`src/hdl/tgr_pkg.sv`:
```
`default_nettype none

package tgr_pkg;

  // Field widths of the channel words and of the configuration port.
  localparam int OP_W      = 2;
  localparam int CODE_W    = 8;
  localparam int GROW_W    = 4;
  localparam int FONT_W    = 8;
  localparam int DIM_W     = 12;
  localparam int IDX_W     = 24;
  localparam int COLOUR_W  = 32;
  localparam int CFG_IDX_W = 2;
  localparam int CFG_DATA_W = 32;

  // Geometry of one drawn character.
  localparam int DRAW_ROWS   = 16;
  localparam int ROW_CNT_W   = 5;
  localparam int GLYPH_WIDTH = 8;
  localparam int LINE_STEP   = 16;

  localparam logic [CODE_W-1:0] NEWLINE_CODE = 8'd10;

  // Reset values of the configuration registers.
  localparam logic [COLOUR_W-1:0] COLOUR_RESET = 32'h00FF_FFFF;
  localparam logic [DIM_W-1:0]    WIDTH_RESET  = 12'd640;
  localparam logic [DIM_W-1:0]    PITCH_RESET  = 12'd640;

  typedef enum logic [OP_W-1:0] {
    OP_DRAW   = 2'd0,
    OP_LOAD   = 2'd1,
    OP_CURSOR = 2'd2
  } op_e;

  typedef enum logic [CFG_IDX_W-1:0] {
    REG_DRAW_COLOUR    = 2'd0,
    REG_SCREEN_WIDTH   = 2'd1,
    REG_SCANLINE_PITCH = 2'd2
  } cfg_reg_e;

  typedef struct packed {
    logic [COLOUR_W-1:0] colour;
    logic [DIM_W-1:0]    width;
    logic [DIM_W-1:0]    pitch;
  } tgr_cfg_t;

endpackage

`default_nettype wire

```
`src/hdl/tgr_in_if.sv`:
```
`default_nettype none

interface tgr_in_if;
  import tgr_pkg::*;

  logic                valid;
  logic                ready;
  logic [OP_W-1:0]     operation;
  logic [CODE_W-1:0]   char_code;
  logic [GROW_W-1:0]   glyph_row;
  logic [FONT_W-1:0]   font_bits;
  logic [DIM_W-1:0]    new_cursor_x;
  logic [DIM_W-1:0]    new_cursor_y;

  modport source (
    output valid, operation, char_code, glyph_row, font_bits, new_cursor_x, new_cursor_y,
    input  ready
  );

  modport sink (
    input  valid, operation, char_code, glyph_row, font_bits, new_cursor_x, new_cursor_y,
    output ready
  );

endinterface

`default_nettype wire

```
`src/hdl/tgr_out_if.sv`:
```
`default_nettype none

interface tgr_out_if;
  import tgr_pkg::*;

  logic                valid;
  logic                ready;
  logic [IDX_W-1:0]    pixel_index;
  logic [FONT_W-1:0]   row_mask;
  logic [COLOUR_W-1:0] pixel_colour;
  logic                last_row;

  modport source (
    output valid, pixel_index, row_mask, pixel_colour, last_row,
    input  ready
  );

  modport sink (
    input  valid, pixel_index, row_mask, pixel_colour, last_row,
    output ready
  );

endinterface

`default_nettype wire

```
`src/hdl/tgr_draw_seq.sv`:
```
`default_nettype none

module tgr_draw_seq
  import tgr_pkg::*;
#(
  parameter int GLYPH_ROWS  = 16,
  parameter int GLYPH_COUNT = 256,
  parameter int COORD_BITS  = 12,
  parameter int AW          = 12
) (
  input  wire logic              clk_i,
  input  wire logic              rst_ni,
  tgr_in_if.sink                 in_word,
  tgr_out_if.source              out_word,
  input  wire tgr_cfg_t          cfg_i,
  output      logic              mem_we_o,
  output      logic [AW-1:0]     mem_waddr_o,
  output      logic [FONT_W-1:0] mem_wdata_o,
  output      logic              mem_re_o,
  output      logic [AW-1:0]     mem_raddr_o,
  input  wire logic [FONT_W-1:0] mem_rdata_i
);

  localparam int GW     = (GLYPH_COUNT > 1) ? $clog2(GLYPH_COUNT) : 1;
  localparam int MOD_W  = ((GW > CODE_W) ? GW : CODE_W) + 1;
  localparam int CMP_W  = (COORD_BITS + 2 > DIM_W) ? COORD_BITS + 2 : DIM_W;
  localparam int PROD_W = COORD_BITS + DIM_W;

  localparam logic [CMP_W-1:0]     CoordMax   = CMP_W'((1 << COORD_BITS) - 1);
  localparam logic [ROW_CNT_W:0]   GlyphRowsW = (ROW_CNT_W + 1)'(GLYPH_ROWS);
  localparam logic [MOD_W-1:0]     GlyphCntW  = MOD_W'(GLYPH_COUNT);
  localparam logic [ROW_CNT_W-1:0] RowsEnd    = ROW_CNT_W'(DRAW_ROWS);
  localparam logic [ROW_CNT_W-1:0] RowsLast   = ROW_CNT_W'(DRAW_ROWS - 1);

  localparam logic [1:0] ST_IDLE = 2'd0;
  localparam logic [1:0] ST_MUL  = 2'd1;
  localparam logic [1:0] ST_BASE = 2'd2;
  localparam logic [1:0] ST_ROWS = 2'd3;

  logic [1:0]            state_q, state_d;
  logic [COORD_BITS-1:0] col_q, col_d;
  logic [COORD_BITS-1:0] line_q, line_d;
  logic [AW-1:0]         glyph_base_q;
  logic [IDX_W-1:0]      prod_q;
  logic [IDX_W-1:0]      row_idx_q;
  logic [ROW_CNT_W-1:0]  issue_row_q;
  logic                  pend_q, pend_zero_q, pend_last_q;

  logic                  ov_q;
  logic [IDX_W-1:0]      out_idx_q;
  logic [FONT_W-1:0]     out_mask_q;
  logic [COLOUR_W-1:0]   out_colour_q;
  logic                  out_last_q;

  logic                  in_acc, out_free, load_out, issue, row_in_glyph;
  logic                  is_draw, is_newline, grow_ok;
  logic [MOD_W-1:0]      code_m, glyph_m;
  logic [AW-1:0]         glyph_base_c;
  logic [PROD_W-1:0]     prod_c;
  logic [CMP_W-1:0]      line_step_c, line_next_c, col8_c, nx_c, ny_c;
  logic                  wrap_c;

  // Handshake on both sides.
  assign in_word.ready = (state_q == ST_IDLE);
  assign in_acc        = in_word.valid && in_word.ready;
  assign out_free      = !ov_q || out_word.ready;
  assign load_out      = pend_q && out_free;

  assign is_draw    = (in_word.operation == OP_DRAW);
  assign is_newline = (in_word.char_code == NEWLINE_CODE);

  // Glyph number: the code, less the glyph count once if it reaches that count.
  assign code_m       = MOD_W'(in_word.char_code);
  assign glyph_m      = (code_m >= GlyphCntW) ? code_m - GlyphCntW : code_m;
  assign glyph_base_c = AW'(glyph_m) * AW'(GLYPH_ROWS);
  assign grow_ok      = ((ROW_CNT_W + 1)'(in_word.glyph_row) < GlyphRowsW);

  // Font loads write straight into the store.
  assign mem_we_o    = in_acc && (in_word.operation == OP_LOAD) && grow_ok;
  assign mem_waddr_o = glyph_base_c + AW'(in_word.glyph_row);
  assign mem_wdata_o = in_word.font_bits;

  // A row read is issued only when the previous read word can move on.
  assign row_in_glyph = ((ROW_CNT_W + 1)'(issue_row_q) < GlyphRowsW);
  assign issue        = (state_q == ST_ROWS) && (issue_row_q != RowsEnd)
                        && (!pend_q || load_out);
  assign mem_re_o     = issue && row_in_glyph;
  assign mem_raddr_o  = glyph_base_q + AW'(issue_row_q);

  // Cursor arithmetic, saturating at the largest coordinate.
  assign prod_c      = PROD_W'(line_q) * PROD_W'(cfg_i.pitch);
  assign line_step_c = CMP_W'(line_q) + CMP_W'(LINE_STEP);
  assign line_next_c = (line_step_c > CoordMax) ? CoordMax : line_step_c;
  assign col8_c      = CMP_W'(col_q) + CMP_W'(GLYPH_WIDTH);
  assign wrap_c      = (col8_c + CMP_W'(GLYPH_WIDTH) > CMP_W'(cfg_i.width))
                       || (col8_c > CoordMax);
  assign nx_c        = CMP_W'(in_word.new_cursor_x);
  assign ny_c        = CMP_W'(in_word.new_cursor_y);

  // Next cursor and sequencer state.
  always_comb begin
    state_d = state_q;
    col_d   = col_q;
    line_d  = line_q;
    case (state_q)
      ST_IDLE: begin
        if (in_acc) begin
          if (in_word.operation == OP_CURSOR) begin
            col_d  = (nx_c > CoordMax) ? '1 : COORD_BITS'(nx_c);
            line_d = (ny_c > CoordMax) ? '1 : COORD_BITS'(ny_c);
          end else if (is_draw && is_newline) begin
            col_d  = '0;
            line_d = COORD_BITS'(line_next_c);
          end else if (is_draw) begin
            state_d = ST_MUL;
          end
        end
      end
      ST_MUL: begin
        state_d = ST_BASE;
      end
      ST_BASE: begin
        state_d = ST_ROWS;
        if (wrap_c) begin
          col_d  = '0;
          line_d = COORD_BITS'(line_next_c);
        end else begin
          col_d = COORD_BITS'(col8_c);
        end
      end
      ST_ROWS: begin
        if ((issue_row_q == RowsEnd) && (!pend_q || load_out)) begin
          state_d = ST_IDLE;
        end
      end
      default: begin
        state_d = ST_IDLE;
      end
    endcase
  end

  // Control registers.
  always_ff @(posedge clk_i or negedge rst_ni) begin
    if (!rst_ni) begin
      state_q     <= ST_IDLE;
      col_q       <= '0;
      line_q      <= '0;
      issue_row_q <= '0;
      pend_q      <= 1'b0;
      ov_q        <= 1'b0;
    end else begin
      state_q <= state_d;
      col_q   <= col_d;
      line_q  <= line_d;
      if (in_acc) begin
        issue_row_q <= '0;
      end else if (issue) begin
        issue_row_q <= issue_row_q + ROW_CNT_W'(1);
      end
      if (issue) begin
        pend_q <= 1'b1;
      end else if (load_out) begin
        pend_q <= 1'b0;
      end
      if (load_out) begin
        ov_q <= 1'b1;
      end else if (out_word.ready) begin
        ov_q <= 1'b0;
      end
    end
  end

  // Datapath registers: glyph base, product, index walk, row flags and output word.
  always_ff @(posedge clk_i) begin
    if (in_acc) begin
      glyph_base_q <= glyph_base_c;
    end
    if (state_q == ST_MUL) begin
      prod_q <= IDX_W'(prod_c);
    end
    if (state_q == ST_BASE) begin
      row_idx_q <= prod_q + IDX_W'(col_q);
    end else if (load_out) begin
      row_idx_q <= row_idx_q + IDX_W'(cfg_i.pitch);
    end
    if (issue) begin
      pend_zero_q <= !row_in_glyph;
      pend_last_q <= (issue_row_q == RowsLast);
    end
    if (load_out) begin
      out_idx_q    <= row_idx_q;
      out_mask_q   <= pend_zero_q ? '0 : mem_rdata_i;
      out_colour_q <= cfg_i.colour;
      out_last_q   <= pend_last_q;
    end
  end

  assign out_word.valid        = ov_q;
  assign out_word.pixel_index  = out_idx_q;
  assign out_word.row_mask     = out_mask_q;
  assign out_word.pixel_colour = out_colour_q;
  assign out_word.last_row     = out_last_q;

  // A pending read word is never overwritten before it reaches the output register.
  a_no_overwrite: assert property (@(posedge clk_i) disable iff (!rst_ni)
    (pend_q && !out_free) |-> !mem_re_o)
    else $error("font read issued over a pending row");

  // The sequencer only returns to idle with no row left in flight.
  a_idle_drained: assert property (@(posedge clk_i) disable iff (!rst_ni)
    (state_q == ST_IDLE) |-> !pend_q)
    else $error("row pending while idle");

  // A drawn glyph always starts the index setup.
  a_draw_starts: assert property (@(posedge clk_i) disable iff (!rst_ni)
    (in_acc && is_draw && !is_newline) |=> (state_q == ST_MUL))
    else $error("draw word did not start a glyph");

  // Rows are only issued while a glyph is being drawn and rows remain.
  a_issue_bound: assert property (@(posedge clk_i) disable iff (!rst_ni)
    mem_re_o |-> ((state_q == ST_ROWS) && (issue_row_q != RowsEnd)))
    else $error("font read outside a glyph");

endmodule

`default_nettype wire

```
`src/flat_wrapper.sv`:
```
// flat-port wrapper written by rule: the top's interface ports become plain ports
module tgr_draw_seq_flat import tgr_pkg::*;
#(
  parameter int GLYPH_ROWS  = 16,
  parameter int GLYPH_COUNT = 256,
  parameter int COORD_BITS  = 12,
  parameter int AW          = 12
)
  (clk_i, rst_ni, cfg_i, mem_we_o, mem_waddr_o, mem_wdata_o, mem_re_o, mem_raddr_o, mem_rdata_i, in_word_valid, in_word_operation, in_word_char_code, in_word_glyph_row, in_word_font_bits, in_word_new_cursor_x, in_word_new_cursor_y, in_word_ready, out_word_valid, out_word_pixel_index, out_word_row_mask, out_word_pixel_colour, out_word_last_row, out_word_ready);
  tgr_in_if in_word_i ();
  tgr_out_if out_word_i ();
  input  wire logic clk_i;
  input  wire logic rst_ni;
  input  wire tgr_cfg_t cfg_i;
  output      logic mem_we_o;
  output      logic [AW-1:0] mem_waddr_o;
  output      logic [FONT_W-1:0] mem_wdata_o;
  output      logic mem_re_o;
  output      logic [AW-1:0] mem_raddr_o;
  input  wire logic [FONT_W-1:0] mem_rdata_i;
  input wire logic [$bits(in_word_i.valid)-1:0] in_word_valid;
  input wire logic [$bits(in_word_i.operation)-1:0] in_word_operation;
  input wire logic [$bits(in_word_i.char_code)-1:0] in_word_char_code;
  input wire logic [$bits(in_word_i.glyph_row)-1:0] in_word_glyph_row;
  input wire logic [$bits(in_word_i.font_bits)-1:0] in_word_font_bits;
  input wire logic [$bits(in_word_i.new_cursor_x)-1:0] in_word_new_cursor_x;
  input wire logic [$bits(in_word_i.new_cursor_y)-1:0] in_word_new_cursor_y;
  output wire logic [$bits(in_word_i.ready)-1:0] in_word_ready;
  output wire logic [$bits(out_word_i.valid)-1:0] out_word_valid;
  output wire logic [$bits(out_word_i.pixel_index)-1:0] out_word_pixel_index;
  output wire logic [$bits(out_word_i.row_mask)-1:0] out_word_row_mask;
  output wire logic [$bits(out_word_i.pixel_colour)-1:0] out_word_pixel_colour;
  output wire logic [$bits(out_word_i.last_row)-1:0] out_word_last_row;
  input wire logic [$bits(out_word_i.ready)-1:0] out_word_ready;
  assign in_word_i.valid = in_word_valid;
  assign in_word_i.operation = in_word_operation;
  assign in_word_i.char_code = in_word_char_code;
  assign in_word_i.glyph_row = in_word_glyph_row;
  assign in_word_i.font_bits = in_word_font_bits;
  assign in_word_i.new_cursor_x = in_word_new_cursor_x;
  assign in_word_i.new_cursor_y = in_word_new_cursor_y;
  assign in_word_ready = in_word_i.ready;
  assign out_word_valid = out_word_i.valid;
  assign out_word_pixel_index = out_word_i.pixel_index;
  assign out_word_row_mask = out_word_i.row_mask;
  assign out_word_pixel_colour = out_word_i.pixel_colour;
  assign out_word_last_row = out_word_i.last_row;
  assign out_word_i.ready = out_word_ready;
  tgr_draw_seq #(.GLYPH_ROWS(GLYPH_ROWS), .GLYPH_COUNT(GLYPH_COUNT), .COORD_BITS(COORD_BITS), .AW(AW)) u_core (.clk_i(clk_i), .rst_ni(rst_ni), .in_word(in_word_i), .out_word(out_word_i), .cfg_i(cfg_i), .mem_we_o(mem_we_o), .mem_waddr_o(mem_waddr_o), .mem_wdata_o(mem_wdata_o), .mem_re_o(mem_re_o), .mem_raddr_o(mem_raddr_o), .mem_rdata_i(mem_rdata_i));
endmodule
```
`config.mk`:
```
export PLATFORM = sky130hd
export DESIGN_NAME = tgr_draw_seq_flat
export DESIGN_NICKNAME = d
export VERILOG_FILES = /design/src/hdl/tgr_pkg.sv /design/src/hdl/tgr_in_if.sv /design/src/hdl/tgr_out_if.sv /design/src/hdl/tgr_draw_seq.sv /design/src/flat_wrapper.sv
export SDC_FILE = /design/constraint.sdc
export NUM_CORES = 1
export LEC_CHECK = 0
export BUFFER_PORTS_ARGS = -buffer_cell sky130_fd_sc_hd__buf_2
export CORE_AREA = 2 2 231 233
export CTS_CLUSTER_SIZE = 40
export DETAILED_ROUTE_END_ITERATION = 8
export DIE_AREA = 0 0 233 235
export GPL_ROUTABILITY_DRIVEN = 0
export PLACE_DENSITY = 0.37
export SYNTH_ARGS = -nofsm -noshare
export SYNTH_HDL_FRONTEND = slang
export SYNTH_SLANG_ARGS = --single-unit
export TNS_END_PERCENT = 50
```
`constraint.sdc`:
```
create_clock -name clk_i -period 11.4 [get_ports clk_i]
set_input_delay 2.28 -clock clk_i [delete_from_list [all_inputs] [get_ports clk_i]]
set_output_delay 2.28 -clock clk_i [all_outputs]
set_load 0.005 [all_outputs]
```
### Yosys cells after proc, flatten, opt, wreduce, memory -nomap -nowiden

Index checks and enable logic that the tools add are counted.

* register bits after elaboration: 156
* bits in latches: 0
* RAM bits: 0
* ROM bits: 0
* input bits: 114
* memories kept: 0

* add/sub/neg operators: 9
* multipliers: 1
* div/mod/pow operators: 0
* order comparisons: 7
* equality and inequality tests: 16
* shifts and indexed selects: 0
* multiplexer cells: 28
* bitwise gates (word level): 0
* reductions and logical operators: 24

Operators by type and width (number)
* $mux W12: 11
* $add A24 B12 Y24: 2
* $mux W24: 2
* $pmux W12 S2: 2
* $gt A12 B12 Y1 const B: 2
* $mul A12 B12 Y24: 1
* $add A14 B4 Y14 const B: 1
* $gt A14 B12 Y1: 1
* $gt A14 B12 Y1 const B: 1
* $add A12 B4 Y13 const B: 1
* $add A12 B5 Y13 const B: 1
* $gt A13 B12 Y1 const B: 1
* $add A12 B4 Y12: 1
* $add A12 B5 Y12: 1
* $mux W2: 5
* $mux W5: 2
* $ne A2 B2 Y1 const B: 5
* $reduce_bool A2 Y1: 5
* $ge A8 B9 Y1 const B: 1
* $eq A8 B4 Y1 const B: 1
* $logic_and A1 B1 Y1: 8
* $mux W8: 1
* $pmux W2 S4: 1
* $sub A8 B1 Y8 const B: 1
* 16 further kinds: 27

### Logic depth before layout (Yosys ltp)

Gate-level depths: netlist of run 1.

* depth in word-level cells: 7
* mapped depth: 21

### Worst setup path before layout of run 1

OpenSTA, ideal clock, no wires.

* kind: input to register
* start point: input cfg_i[5] in the netlist's numbering
* end point: register u_core.prod_q[23] (data pin)
* setup time: 0.135 ns
* data arrival time: 7.132 ns
* setup slack: 4.133 ns
* cell stages on the path: 18
* path buffers: 1
* cells stage by stage: clkbuf_1 nand2_1 fa_1 fa_1 fa_1 inv_1 fa_1 inv_1 fa_1 inv_1 ha_1 o211ai_1 nor2_1 a41oi_1 nor4b_1 o21ai_0 or4_1 nand3_1

* cells in the longest elaborated chain, start to end: 1

Ends and longest elaborated chain
* start: declaration: line flat_wrapper.sv:14 `input wire tgr_cfg_t cfg_i;`
* $mul A12 B12 Y24: line tgr_draw_seq.sv:91 `assign prod_c = PROD_W'(line_q) * PROD_W'(cfg_i.pitch);`
* via u_core.prod_c[23]: line tgr_draw_seq.sv:59 `logic [PROD_W-1:0] prod_c;`
* end signal: assignment: line tgr_draw_seq.sv:179 `prod_q <= IDX_W'(prod_c);`
* end: declaration: line tgr_draw_seq.sv:44 `logic [IDX_W-1:0] prod_q;`

The timed path passes the listed nets, and every way through them passes these cells.
A chain may end at the register's enable or synchronous reset.

### Final worst setup path of run 1

* start point: input cfg_i[3] in the netlist's numbering
* end point: register u_core.prod_q[23] (data pin)

Same word-level chain as after synthesis.

==> impl_summary.log, run 1 <==
[metrics] Vert. Die Dim: 235 µm
[metrics] result of the run: completed
[metrics] All-Layer GR Usage: 13.5%
[metrics] worst clock skew: 0.00999 ns
[metrics] number of detailed-route iterations in the first pass: 5
[metrics] average footprint of a synthesized cell: 10.2 µm²
[metrics] Row Count: 84
[metrics] number of max-cap violations: 0
[metrics] # resized after CTS: 0
[metrics] synth-to-layout area growth: 16.4%
[metrics] Fin Setup TNS: 0 ns
[metrics] fraction of the yosys area taken by sequential cells: 35.0%
[metrics] number of violations reported at the end of detailed-routing iteration 0: 400
[metrics] area share of fa/ha/maj cells after synthesis: 26.7%
[metrics] antenna violations before repair: 0
[metrics] path type of the worst setup path: input port to flip-flop
[metrics] synthesized instance count: 1267
[metrics] required time at the worst-slack endpoint: 11.74 ns
[metrics] htree depth: 4
[metrics] leading cell type in the layout, fill and taps excluded: sky130_fd_sc_hd__buf_2
[metrics] clk sinks: 156
[metrics] EDFF count, synth: 123
[metrics] share of final-layout standard cells stronger than drive strength 1: 16.5%
[metrics] Final ANT Viol Nets: 0
[metrics] final critical-path required period: 7.21 ns
[metrics] number of DRC violations after detailed routing: 0
[metrics] synthesized flop and latch total: 156
[metrics] Reg2Reg Capture Point: u_core.prod_q[23]
[metrics] busiest grt layer: met2
[metrics] number of global-route vias before repair: 9415
[metrics] number of vias per cell: 4.39
[metrics] Die W: 233 µm
[metrics] transition time at the pin with the least slew margin: 0.968 ns
[metrics] ys flop type: sky130_fd_sc_hd__edfxtp_1
[metrics] number of hold buffers added after cts: 0
[metrics] data arrival time of the critical path: 7.54 ns
[metrics] Clock transition at path regs: 0.07 ns
[metrics] register-to-register setup slack: 5.42 ns
[metrics] clock tree from TritonCTS: yes
[metrics] number of nets in the layout: 1746
[metrics] routing usage on met3: 3.06%
[metrics] cells on worst reg2reg path: 17
[metrics] overall via count from detail_route: 9309
[metrics] Mapped Area: 12900 µm²
[metrics] Max transition margin: 35.4%
[metrics] number of nets produced by synthesis: 1595
[metrics] Critical Path Start: cfg_i[3]
[metrics] Port Buf Inserts: 190
[metrics] total core area: 52200 µm²
[metrics] I/O pin total: 215
[metrics] worst hold path type: flip-flop to flip-flop
[metrics] final routed wire length divided by cell count: 17.1 µm
[metrics] kind of end point of the critical path: flip-flop
[metrics] Yosys top cell by area: sky130_fd_sc_hd__edfxtp_1
[metrics] Max Buffers Root-to-Sink: 2
[metrics] number of max-slew violations in the final report: 0
[metrics] global-route met1 utilization: 18.9%
[metrics] Synth top area share: 28.6%
[metrics] complex-gate fraction of the synthesized area: 9.67%
[metrics] count of filler cells inserted in the layout: 5538
[metrics] unrepaired setup endpoints after global routing: false
[metrics] crit start category: input port
[metrics] pin count of the biggest net entering global routing: 66
[metrics] endpoints failing hold: 0
[metrics] leading post-synthesis cells by cell area: sky130_fd_sc_hd__edfxtp_1, sky130_fd_sc_hd__fa_1, sky130_fd_sc_hd__ha_1
[metrics] total die area: 54800 µm²
[metrics] post-CTS setup-driven buffer insertion count: 0
[metrics] Worst Hold Launch: u_core.pend_last_q
[metrics] reg-to-reg critical path startpoint: u_core.line_q[7]
[metrics] clock network latency to the later pin of the worst-skew pair: 0.47 ns
[metrics] commonest cells after routing, fill and taps aside: sky130_fd_sc_hd__buf_2, sky130_fd_sc_hd__inv_1, sky130_fd_sc_hd__nand2_1, sky130_fd_sc_hd__edfxtp_1, sky130_fd_sc_hd__ha_1
[metrics] simple-gate area share of the yosys netlist: 14.5%
[metrics] hpwl dp: 28.5 mm
[metrics] count of distinct cell types in the synthesized netlist: 63
[metrics] share of the synthesized netlist area taken by xor and xnor gates: 5.36%
[metrics] CP Max Fanout: 13
[metrics] M2 GR Usage: 21.2%
[metrics] fraction of synthesis flops using an asynchronous set or reset pin: 21.2%
[metrics] total overflow reported by the global router: 0
[metrics] worst setup path endpoint: u_core.prod_q[23]
[metrics] top achievable clock speed: 0.139 GHz
[metrics] dominant combinational cell family by area after synthesis: adder cells
[metrics] share of the cycle needed by the critical path after routing: 63.2%
[metrics] number of warnings printed during yosys synthesis: 0
[metrics] initial core utilization: 24.7%
[metrics] clock buffer count from CTS: 17
[metrics] multiplexer fraction of the synthesized cell area: 1.10%
[metrics] antenna diode count: 0
[metrics] Clock Tree Root: sky130_fd_sc_hd__clkbuf_16
[metrics] WL final: 36.2 mm
[metrics] number of setup violations in the final report: 0
[metrics] first-pass GRT wire length: 55.9 mm
kinds of logic after synthesis:
kind of cell | after synthesis
AO/OA/AOI/OAI | 189
XOR/XNOR | 79
adder cells (fa/ha/maj) | 214
buffers and inverters | 236
flip-flops | 156
multiplexers | 14
AND/OR/NAND/NOR | 379
critical path: stages:
cell and delay, ns:
sky130_fd_sc_hd__buf_2 0.31, sky130_fd_sc_hd__nand2_1 0.12, sky130_fd_sc_hd__fa_1 0.54, sky130_fd_sc_hd__fa_1 0.43, sky130_fd_sc_hd__fa_1 0.49, sky130_fd_sc_hd__inv_1 0.05, sky130_fd_sc_hd__fa_1 0.52, sky130_fd_sc_hd__inv_1 0.05
sky130_fd_sc_hd__fa_1 0.52, sky130_fd_sc_hd__inv_1 0.04, sky130_fd_sc_hd__ha_1 0.35, sky130_fd_sc_hd__a21oi_1 0.17, sky130_fd_sc_hd__o211ai_1 0.16, sky130_fd_sc_hd__a41oi_1 0.26, sky130_fd_sc_hd__nor4b_1 0.39, sky130_fd_sc_hd__o21ai_0 0.26
sky130_fd_sc_hd__or4_1 0.50, sky130_fd_sc_hd__nand3_1 0.09
stage by stage:
step | cell area, µm² | worst slack [ns] | std cells | hold slack [ns] | util, %
2_1_floorplan | 12900 | 4.13 | 1267 | 0.400 | -
3_3_place_gp | 14400 | 3.73 | 2087 | 0.402 | 27.6
3_5_place_dp | 14400 | 3.70 | 2087 | 0.407 | 27.6
4_1_cts | 15000 | 4.21 | 2119 | 0.424 | 28.7
5_1_grt | 15000 | 3.91 | 2119 | 0.443 | 28.7
6_report | 15000 | 4.19 | 2119 | 0.422 | 28.7
worst min path at each step:
stage,end,cells past startpoint
after global routing,u_core.out_word.last_row,0
after CTS,u_core.out_word.last_row,0
final,u_core.out_word.last_row,0
after floorplan,u_core.out_word.last_row,0
after global placement,u_core.out_word.last_row,0
after detailed placement,u_core.out_word.last_row,0
metal layers:
| metal | vias to the layer above | wire [µm] |
|---|---|---|
| met1 | 4528 | 17800 |
| li1 | 4551 | - |
| met3 | 23 | 1520 |
| met4 | 0 | 364 |
| met2 | 207 | 16500 |
| met5 | - | 0 |
synthesized netlist by cell type, types with 4 or more instances:
library cell / count
sky130_fd_sc_hd__xnor2_1: 42
sky130_fd_sc_hd__edfxtp_1: 123
sky130_fd_sc_hd__a31oi_1: 7
sky130_fd_sc_hd__dfrtp_1: 33
sky130_fd_sc_hd__o22a_1: 6
sky130_fd_sc_hd__inv_1: 172
sky130_fd_sc_hd__o21bai_1: 5
sky130_fd_sc_hd__xor2_1: 37
sky130_fd_sc_hd__fa_1: 102
sky130_fd_sc_hd__nand3_1: 32
sky130_fd_sc_hd__o21a_1: 4
sky130_fd_sc_hd__nor2_1: 50
sky130_fd_sc_hd__nand2b_1: 12
sky130_fd_sc_hd__o22ai_1: 7
sky130_fd_sc_hd__o211ai_1: 11
sky130_fd_sc_hd__nor3_1: 16
sky130_fd_sc_hd__o21ai_0: 29
sky130_fd_sc_hd__and4_1: 6
sky130_fd_sc_hd__a211oi_1: 6
sky130_fd_sc_hd__a2bb2oi_1: 4
sky130_fd_sc_hd__buf_4: 24
sky130_fd_sc_hd__a21o_1: 13
sky130_fd_sc_hd__and2_1: 70
sky130_fd_sc_hd__clkbuf_1: 33
sky130_fd_sc_hd__ha_1: 112
sky130_fd_sc_hd__o21ai_1: 5
sky130_fd_sc_hd__or2_2: 5
sky130_fd_sc_hd__nand2_1: 137
sky130_fd_sc_hd__nor2b_1: 17
sky130_fd_sc_hd__and3_1: 12
sky130_fd_sc_hd__nand4_1: 9
sky130_fd_sc_hd__a21oi_1: 57
sky130_fd_sc_hd__mux2i_1: 13
sequential cells by signal, indices dropped and copies added, names as in the netlist:
signal                        flops
u_core.pend_q                     1
u_core.out_word.pixel_colour     32
u_core.prod_q                    24
u_core.out_word.last_row          1
u_core.col_q                     12
u_core.issue_row_q                5
u_core.row_idx_q                 24
u_core.out_word.row_mask          8
u_core.glyph_base_q               8
u_core.line_q                    12
u_core.state_q                    2
u_core.out_word.pixel_index      24
u_core.out_word.valid             1
u_core.pend_zero_q                1
u_core.pend_last_q                1
area by class of cell:
type	instances	area (µm²)	area share [%]
multi-input cells	875	7410	49.3
flip-flops and latches	156	4520	30.1
repair buffers	195	988	6.58
well taps	688	861	5.73
inverters	173	649	4.33
clock buffers	17	425	2.83
clock inverters	15	160	1.07
Power of run 1 is not shown: default switching activity piles up to over one toggle a cycle in this logic, so the estimate is an artifact.
==> run 2: changes to the inputs <==
--- a/config.mk
+++ b/config.mk
@@ -11,7 +11,7 @@
 export DETAILED_ROUTE_END_ITERATION = 8
 export DIE_AREA = 0 0 233 235
 export GPL_ROUTABILITY_DRIVEN = 0
-export PLACE_DENSITY = 0.37
+export PLACE_DENSITY = 0.39
 export SYNTH_ARGS = -nofsm -noshare
 export SYNTH_HDL_FRONTEND = slang
 export SYNTH_SLANG_ARGS = --single-unit
==> constraint.sdc (replaced) <==
create_clock -name clk_i -period 6.39 [get_ports clk_i]
set_input_delay 1.278 -clock clk_i [delete_from_list [all_inputs] [get_ports clk_i]]
set_output_delay 1.278 -clock clk_i [all_outputs]
set_load 0.005 [all_outputs]
==> run 2 against run 1 <==
Against the previous run:
- global-route usage shrank 0.59 points
- sequential share of layout area shrank 0.71 points
- non-clock buffer count up 49
- flip-flop and latch count unchanged
- setup slack lost 3.8 ns
- critical endpoint unchanged
==> impl_summary.log, run 2 (synthesized netlist as in run 1, its figures left out) <==
[metrics] result of the run: completed
[metrics] endpoints failing hold: 0 (unchanged)
[metrics] data arrival time of the critical path: 6.33 ns (-1.21 ns)
[metrics] worst clock skew: 0.0143 ns (+0.00433 ns)
[metrics] flip-flop count of the largest register after layout: 32 (unchanged)
[metrics] total overflow reported by the global router: 0 (unchanged)
[metrics] final instance count without filler cells: 2168 (+2.3%)
[metrics] Die W: 233 µm (unchanged)
[metrics] clock network latency to the later pin of the worst-skew pair: 0.47 ns (about the same)
[metrics] number of max-slew violations in the final report: 0 (unchanged)
[metrics] Clock Tree Root: sky130_fd_sc_hd__clkbuf_16
[metrics] worst hold path type: flip-flop to flip-flop
[metrics] number of setup violations in the final report: 0 (unchanged)
[metrics] Min-Delay Endpoint: u_core.out_word.last_row
[metrics] overall via count from detail_route: 9518 (+2.2%)
[metrics] Crit path top cell by count: sky130_fd_sc_hd__fa_1
[metrics] number of DRC violations after detailed routing: 0 (unchanged)
[metrics] cells on worst reg2reg path: 19 (+2)
[metrics] number of nets in the layout: 1795 (+2.8%)
[metrics] Vert. Die Dim: 235 µm (unchanged)
[metrics] worst hold slack after final layout: 0.426 ns (+0.00355 ns)
[metrics] post-CTS setup-driven buffer insertion count: 0 (unchanged)
[metrics] I/O pin total: 215 (unchanged)
[metrics] transition time at the pin with the least slew margin: 0.966 ns (-0.00249 ns)
[metrics] placed insts: 2136 (+2.3%)
[metrics] number of detailed-route iterations in the first pass: 5 (unchanged)
[metrics] synth-to-layout area growth: 19.2%
[metrics] total die area: 54800 µm² (unchanged)
[metrics] htree depth: 4 (unchanged)
[metrics] final routed wire length divided by cell count: 16.0 µm (-6.2%)
[metrics] clk sinks: 156 (unchanged)
[metrics] Max Buffers Root-to-Sink: 2 (unchanged)
[metrics] first-pass GRT wire length: 54.2 mm (-3.1%)
[metrics] Port Buf Inserts: 190 (unchanged)
[metrics] required time at the worst-slack endpoint: 6.73 ns (-5.01 ns)
[metrics] kind of end point of the critical path: flip-flop
[metrics] Final ANT Viol Nets: 0 (unchanged)
[metrics] cell with the biggest individual delay on the critical path: sky130_fd_sc_hd__fa_1
[metrics] critical path's largest stage delay: 0.55 ns (about the same)
[metrics] All-Layer GR Usage: 12.9% (-0.59 points)
[metrics] unrepaired setup endpoints after global routing: false
[metrics] WHS Path Cells: 0 (unchanged)
[metrics] number of vias per cell: 4.39 (about the same)
[metrics] Max transition margin: 35.6% (+0.17 points)
[metrics] setup slack after placement: -0.118 ns (-3.82 ns)
[metrics] antenna violations before repair: 2 (+2)
[metrics] crit start category: input port
[metrics] number of hold buffers added after cts: 0 (unchanged)
[metrics] CP Max Fanout: 5 (-8)
[metrics] commonest cells after routing, fill and taps aside: sky130_fd_sc_hd__buf_2, sky130_fd_sc_hd__inv_1, sky130_fd_sc_hd__nand2_1, sky130_fd_sc_hd__edfxtp_1, sky130_fd_sc_hd__ha_1
[metrics] Clock transition at path regs: 0.07 ns (about the same)
[metrics] total core area: 52200 µm² (unchanged)
[metrics] register-to-register setup slack: 0.50 ns (-4.92 ns)
[metrics] count of filler cells inserted in the layout: 5561 (+0.42%)
[metrics] cells along the critical path: buf_2 > and2_1 > fa_1 > inv_1 > fa_1 > inv_1 > fa_1 > fa_1 > inv_1 > fa_1 > inv_1 > ha_1 > o211ai_1 > nor2_1 > a41oi_1 > nor4b_1 > o21ai_0 > or4_1 > nand3_1
[metrics] pin count of the biggest net entering global routing: 66 (unchanged)
[metrics] final critical-path required period: 6.00 ns
[metrics] number of max-cap violations: 0 (unchanged)
[metrics] # resized after CTS: 0 (unchanged)
[metrics] antenna diode count: 0 (unchanged)
[metrics] Worst Hold Launch: u_core.pend_last_q
[metrics] path type of the worst setup path: input port to flip-flop
[metrics] reg-to-reg critical path startpoint: u_core.line_q[2]
[metrics] Worst Slack Setup Final: 0.391 ns (-3.80 ns)
[metrics] clock tree from TritonCTS: yes
[metrics] WL final: 34.8 mm (-4.0%)
[metrics] share of the cycle needed by the critical path after routing: 93.9%
[metrics] initial core utilization: 24.7% (unchanged)
[metrics] top achievable clock speed: 0.167 GHz
[metrics] leading cell type in the layout, fill and taps excluded: sky130_fd_sc_hd__buf_2
[metrics] share of final-layout standard cells stronger than drive strength 1: 19.3% (+2.8 points)
[metrics] number of global-route vias before repair: 9627 (+2.3%)
[metrics] Reg2Reg Capture Point: u_core.prod_q[23]
[metrics] number of violations reported at the end of detailed-routing iteration 0: 422 (+5.5%)
[metrics] clock buffer count from CTS: 17 (unchanged)
[metrics] hpwl dp: 28.3 mm (-0.81%)
[metrics] Row Count: 84 (unchanged)
## run 2: critical path: cells and delay by family
kind,cells,cell delay (ns)
AOI/OAI and AO/OA,3,0.58
adders and majority gates,6,2.90
buffers and inverters,5,0.34
and+or+nand+nor,5,1.24
## run 2: final cells by class
type                       instances  area, µm²  area share, %
inverter                         173        649           4.22
sequential                       156       4520           29.4
timing repair buffer             244       1360           8.82
tap                              688        861           5.60
clock inverter                    15        165           1.07
multi-input combinational        875       7400           48.1
clock buffer                      17        425           2.77
## run 2: how the worst max path moves through the flow
stage,start,endpoint,depth (start not counted)
6_report,cfg_i[8],u_core.prod_q[23],19
5_1_grt,cfg_i[8],u_core.prod_q[23],19
4_1_cts,cfg_i[3],u_core.prod_q[23],18
3_5_place_dp,cfg_i[3],u_core.prod_q[23],18
3_3_place_gp,cfg_i[8],u_core.prod_q[23],19
2_1_floorplan,cfg_i[5],u_core.prod_q[23],18
## run 2: routing by layer
metal	part of all wire, %	global-route usage (%)	wire length [µm]	vias to the layer above
met2	46	20.2	15900	189
met3	4.7	3.22	1620	28
met4	1.3	3.45	448	0
li1	-	-	-	4649
met1	48	17.8	16800	4652
met5	0	0	0	-
## run 2: metrics by stage
stage	setup TNS (ns)	instance area, µm²	util (%)
finish	0	15400	29.4
global route	0	15400	29.4
CTS	0	15400	29.4
detailed placement	-0.131	14800	28.3
global placement	-0.149	14800	28.3
floorplan	0	12900	-
Power of run 2 is left out for the same reason.
